$ cat src/rtl/rgb_channel_histogram_core_defines.svh
// assertion macros for the histogram core
`ifndef RGB_CHANNEL_HISTOGRAM_CORE_DEFINES_SVH
`define RGB_CHANNEL_HISTOGRAM_CORE_DEFINES_SVH

`ifndef NO_ASSERTIONS
`define RCH_ASSERT_SAME(label, clk, rst_n, cond, expr) \
    label: assert property (@(posedge clk) disable iff (!rst_n) (cond) |-> (expr)) \
        else $error("rch assertion failed");
`define RCH_ASSERT_NEXT(label, clk, rst_n, cond, expr) \
    label: assert property (@(posedge clk) disable iff (!rst_n) (cond) |=> (expr)) \
        else $error("rch assertion failed");
`else
`define RCH_ASSERT_SAME(label, clk, rst_n, cond, expr)
`define RCH_ASSERT_NEXT(label, clk, rst_n, cond, expr)
`endif

`endif

$ cat src/rtl/rch_pkg.sv
package rch_pkg;

    localparam int COUNT_WIDTH      = 24;
    localparam int BINS_PER_CHANNEL = 256;
    localparam int BIN_BITS         = $clog2(BINS_PER_CHANNEL);
    localparam int NUM_LANES        = 3;

    typedef enum logic [1:0] {
        CMD_ACC   = 2'd0,
        CMD_READ  = 2'd1,
        CMD_CLEAR = 2'd2,
        CMD_NONE  = 2'd3
    } t_cmd;

    typedef enum logic [1:0] {
        CH_RED   = 2'd0,
        CH_GREEN = 2'd1,
        CH_BLUE  = 2'd2,
        CH_NONE  = 2'd3
    } t_chan;

    typedef enum logic {
        S_IDLE = 1'b0,
        S_EXEC = 1'b1
    } t_state;

    typedef struct packed {
        logic                rd;
        logic                inc;
        logic                clr;
        logic [BIN_BITS-1:0] bin;
    } t_lane_req;

endpackage

$ cat src/rtl/rch_merge.sv
module rch_merge
    import rch_pkg::*;
(
    input  logic                                  i_clk,
    input  logic                                  i_rst_n,
    input  logic                                  i_load,
    input  t_chan                                 i_chan,
    input  logic [NUM_LANES-1:0][COUNT_WIDTH-1:0] i_counts,
    output logic                                  o_free,
    output logic                                  o_valid,
    input  logic                                  i_ready,
    output logic [COUNT_WIDTH-1:0]                o_bin_count
);

    logic                   r_valid;
    logic [COUNT_WIDTH-1:0] r_count;
    logic [COUNT_WIDTH-1:0] w_sel;

    always_comb begin
        case (i_chan)
            CH_RED:   w_sel = i_counts[0];
            CH_GREEN: w_sel = i_counts[1];
            CH_BLUE:  w_sel = i_counts[2];
            default:  w_sel = '0;
        endcase
    end

    assign o_free      = !r_valid || i_ready;
    assign o_valid     = r_valid;
    assign o_bin_count = r_count;

    always_ff @(posedge i_clk) begin
        if (!i_rst_n) begin
            r_valid <= 1'b0;
        end else if (i_load) begin
            r_valid <= 1'b1;
        end else if (i_ready) begin
            r_valid <= 1'b0;
        end
    end

    always_ff @(posedge i_clk) begin
        if (i_load) begin
            r_count <= w_sel;
        end
    end

endmodule

$ cat config.mk
export PLATFORM = sky130hd
export DESIGN_NAME = rch_merge
export DESIGN_NICKNAME = d
export VERILOG_FILES = /design/src/rtl/rgb_channel_histogram_core_defines.svh /design/src/rtl/rch_pkg.sv /design/src/rtl/rch_merge.sv
export SDC_FILE = /design/constraint.sdc
export NUM_CORES = 1
export LEC_CHECK = 0
export BUFFER_PORTS_ARGS = -buffer_cell sky130_fd_sc_hd__buf_2
export CORE_ASPECT_RATIO = 0.75
export CORE_MARGIN = 2
export CORE_UTILIZATION = 37
export DETAILED_ROUTE_END_ITERATION = 8
export PLACE_DENSITY = 0.75
export SKIP_LAST_GASP = 1
export SYNTH_ARGS = -nofsm -noshare
export SYNTH_HDL_FRONTEND = slang
export SYNTH_SLANG_ARGS = --single-unit
$ cat constraint.sdc
create_clock -name i_clk -period 1.1 [get_ports i_clk]
set_input_delay 0.22 -clock i_clk [delete_from_list [all_inputs] [get_ports i_clk]]
set_output_delay 0.22 -clock i_clk [all_outputs]
set_load 0.01 [all_outputs]
---- After elaboration in Yosys (flattened, before gate mapping) ----
Index checks and enable logic that the tools add are counted.
storage, ports and cells
  bits of input ports ..................... 78
  logic and storage cells ................. 11
  register bits ........................... 25
  output and inout port bits .............. 26
operators by class
  equal/unequal tests ..................... 2
  mux-type cells .......................... 3
  reductions and logical operators ........ 4
operator list
  operator              count
  $pmux W24 S3          1
  $eq A2 B1 Y1 const B  1
  $eq A2 B2 Y1 const B  1
  $logic_not A2 Y1      1
  $mux W1               2
  $reduce_bool A2 Y1    1
  $logic_not A1 Y1      1
  $logic_or A1 B1 Y1    1

---- Logic depth before layout (Yosys ltp) ----
  depth after elaboration ................. 2
  mapped depth ............................ 5
  mapped depth without buffers ............ 2

---- Least setup slack after synthesis ----
OpenSTA, ideal clock, no wires.
  path type ............................... in2reg
  start point ............................. in i_chan[1]
  end point ............................... reg r_count[10] (netlist: o_bin_count[10]), data pin
  required time ........................... 0.842 ns
  stages on the path ...................... 5
  path buffers ............................ 3
  setup time .............................. 0.258 ns
  arrival time ............................ 0.801 ns
  setup slack ............................. 0.042 ns
  cell sequence ........................... buf_6 > nor2b_4 > buf_6 > buf_12 > o2bb2ai_2
on the way
  word-level cells in the longest chain between the ends .. 2
  elaborated cells between the ends (all ways) .. 4
  classes of those cells .................. eq/ne (2); mux (1); reduce/logical (1)
ends and longest elaborated chain
  element                                     RTL line         RTL
  from (decl)                                 rch_merge.sv:7   input t_chan i_chan,
  $eq A2 B2 Y1, or another cell as far along  rch_merge.sv:20  case (i_chan)
  $pmux W24 S3 *                              rch_merge.sv:20
  net w_sel[10]                               rch_merge.sv:17  logic [COUNT_WIDTH-1:0] w_sel;
  to (signal assigned)                        rch_merge.sv:44  r_count <= w_sel;
  to (decl)                                   rch_merge.sv:16  logic [COUNT_WIDTH-1:0] r_count;
Mark *: on every way through the listed nets, which the timed path passes. The rest lies on a longest branch.
A chain may end at the register's enable or synchronous reset.

---- Worst setup path in the final report ----
  start point ............................. in i_chan[0]
  end point ............................... reg r_count[15] (netlist: o_bin_count[15]), data pin
The elaborated chain is that of the path after synthesis.

==> flow_summary.yaml <==
outcome:
  status: "finished clean"
placed_design:
  place_congestion: 0.657
  place_hpwl_um: 2680
  dpl_worst_slack_ps: -235
  io_buffer_count: 103
  placed_area_um2: 1970
  dp.cells: 236
sta:
  post-route-min-period_ps: 1060
  worst_slew_pin_slew_ps: 832
  timing.hold.ws_ps: 203
  setup_viol: 0
  rsz0062_at_grt: "no"
  fmax_mhz: 940
  skew_ps: 0
  hold_viol: 0
  maxSlewHeadroom: 0.443
  setup_ws_ps: 36.0
  min_period_over_period: 0.967
  final_max_slew_viol_count: 0
final_layout:
  syn_to_final_growth_pct: 39.2
  fin_util: 0.546
  insertedDiodeCount: 0
  design_area_um2: 2020
  drive_gt1_frac: 0.698
  fillers: 354
  final_cells: 241
  nets: 268
logic_synthesis:
  synth_top_cell_by_area: "edfxtp_1"
  ys_warn_count: 0
  synthTopCellsByArea: "edfxtp_1 (50%), o2bb2ai_2 (21%), mux2i_1 (17%)"
  synthArstFlopShare: 0
  netlist.area_leader.share: 0.496
  syn_nets: 164
  synth-seq-cells: 25
  synth_common_cells: "edfxtp_1 (24), mux2i_1 (24), o2bb2ai_2 (20)"
  synth-main-ff-cell: "edfxtp_1"
  synthesis.area_um2: 1450
  synth-edff-count: 24
  ys_seq_area_frac: 0.509
  synth.distinct_cells: 12
  synth_cells: 86
  synth.avg_cell_area_um2: 16.9
drt:
  drt_iter0_drc: 37
  drtPass1Iterations: 4
  drc: 0
  routed_wl_um: 3470
  vias_per_cell: 4.61
  wl_per_cell_um: 14.4
  antenna_left: 0
  num_vias: 1110
global_route:
  grt_pass1_wl_um: 5170
  grtUsageTotal: 0.150
  grt_max_degree: 26
  gr-total-overflow: 0
  grt_pass1_vias: 1124
  antenna_found_initial: 0
worst_setup_path:
  critPathKind: "input pin to register"
  crit_cells: 3
  reg2reg_slack_ps: 490
  cp.arrival_ps: 1180
  max_stage_delay_ps: 670
  worstPathRequired_ps: 1220
  worstPathCellList: "buf_2 > nor2b_2 > o2bb2ai_2"
  crit_end: "o_bin_count[15]$_DFFE_PP_"
  cp-end-kind: "register"
  startpoint_type: "input pin"
  crit_start: "i_chan[0]"
  reg2reg_depth: 2
  path_buf_inv: 1
  rr_endpoint: "o_valid$_SDFFE_PN0P_"
  cp_top_family: "simple AND/OR/NAND/NOR gates"
  worstPathMaxFanout: 12
  critPathSlowestCell: "nor2b_2"
  rr_startpoint: "o_valid$_SDFFE_PN0P_"
pwr:
  p_leak_nw: 0.931
  power_density_nw_per_um2: 1100
  vdd_drop_max_mv: 0.759
worst_hold_path:
  holdCritPathClass: "input pin to register"
  holdPathStages: 2
job:
  cap_violations: 0
clock_tree:
  post_cts_resized: 0
  cts_hold_buf: 0
  cts_tree: "built"
  cts_setup_buffers: 0
  clk_pin_slew_ps: 80
  cts-htree-levels: 1
  clockBufferDepth: 2
  cts-root-buf: "clkbuf_8"
  clock_latency_ps: 260
  cts_buffers: 3
  cts_sinks: 25
die:
  ios: 104
  num_rows: 19
  initial_core_util: 0.392
  die_x_um: 76.4
  die_area_um2: 4450
  die_y_um: 58.3
  core_um2: 3710
[routing by layer]
| layer | track usage | share of wire | vias up |
|---|---|---|---|
| met4 | 0.0364 | 0.0078 | 0 |
| li1 | - | - | 553 |
| met3 | 0.0389 | 0.041 | 2 |
| met2 | 0.284 | 0.55 | 30 |
| met5 | 0 | 0 | - |
| met1 | 0.171 | 0.40 | 525 |
[through the flow]
step	power (W)	TNS (ps)
3_5_place_dp	0.00173	-4830
4_1_cts	0.00225	0
2_1_floorplan	0.00147	0
6_report	0.00222	0
5_1_grt	0.00234	0
3_3_place_gp	0.00171	-4550
[placed cells by master (no fill, tap or decap), drive strengths merged]
| cell type | synthesis | routed |
|---|---|---|
| buf | 9 | 107 |
| mux2i | 24 | 24 |
| edfxtp | 24 | 24 |
| o2bb2ai | 24 | 24 |
| clkbuf | 0 | 4 |
| nor2b | 1 | 2 |
| nand2b | 1 | 1 |
| inv | 1 | 1 |
| a21boi | 1 | 1 |
| dfxtp | 1 | 1 |
[area by class of cell]
| cell class | count | area, µm² | share of cell area |
|---|---|---|---|
| flip-flops and latches | 25 | 741 | 0.366 |
| well taps | 52 | 65.1 | 0.0321 |
| clock buffers | 4 | 45.0 | 0.0222 |
| repair buffers | 107 | 558 | 0.276 |
| inverters | 1 | 3.75 | 0.00185 |
| multi-input cells | 52 | 612 | 0.302 |
[worst min path at each step]
| stage | startpoint | slack [ps] | endpoint |
|---|---|---|---|
| floorplan | i_load | 330 | o_bin_count[0]$_DFFE_PP_ |
| global placement | i_rst_n | 480 | o_valid$_SDFFE_PN0P_ |
| detailed placement | i_rst_n | 480 | o_valid$_SDFFE_PN0P_ |
| CTS | i_rst_n | 200 | o_valid$_SDFFE_PN0P_ |
| global route | i_rst_n | 200 | o_valid$_SDFFE_PN0P_ |
| finish | i_rst_n | 200 | o_valid$_SDFFE_PN0P_ |
[power by group]
part	switching, W	internal [W]
Clock	0.000264	0.000258
Sequential	0.0000226	0.00115
Combinational	0.000259	0.000270
Total	0.000546	0.00168
[cell families after synthesis]
group	synth area share
AOI/OAI and AO/OA	0.236
and+or+nand+nor	0.0138
muxes	0.165
buffers and inverters	0.0757
DFF	0.509
[flip-flops by register name (all words and copies together) (netlist names)]
register     cells
o_valid          1
o_bin_count     24
No activity file was read; power rests on OpenSTA's default activity.
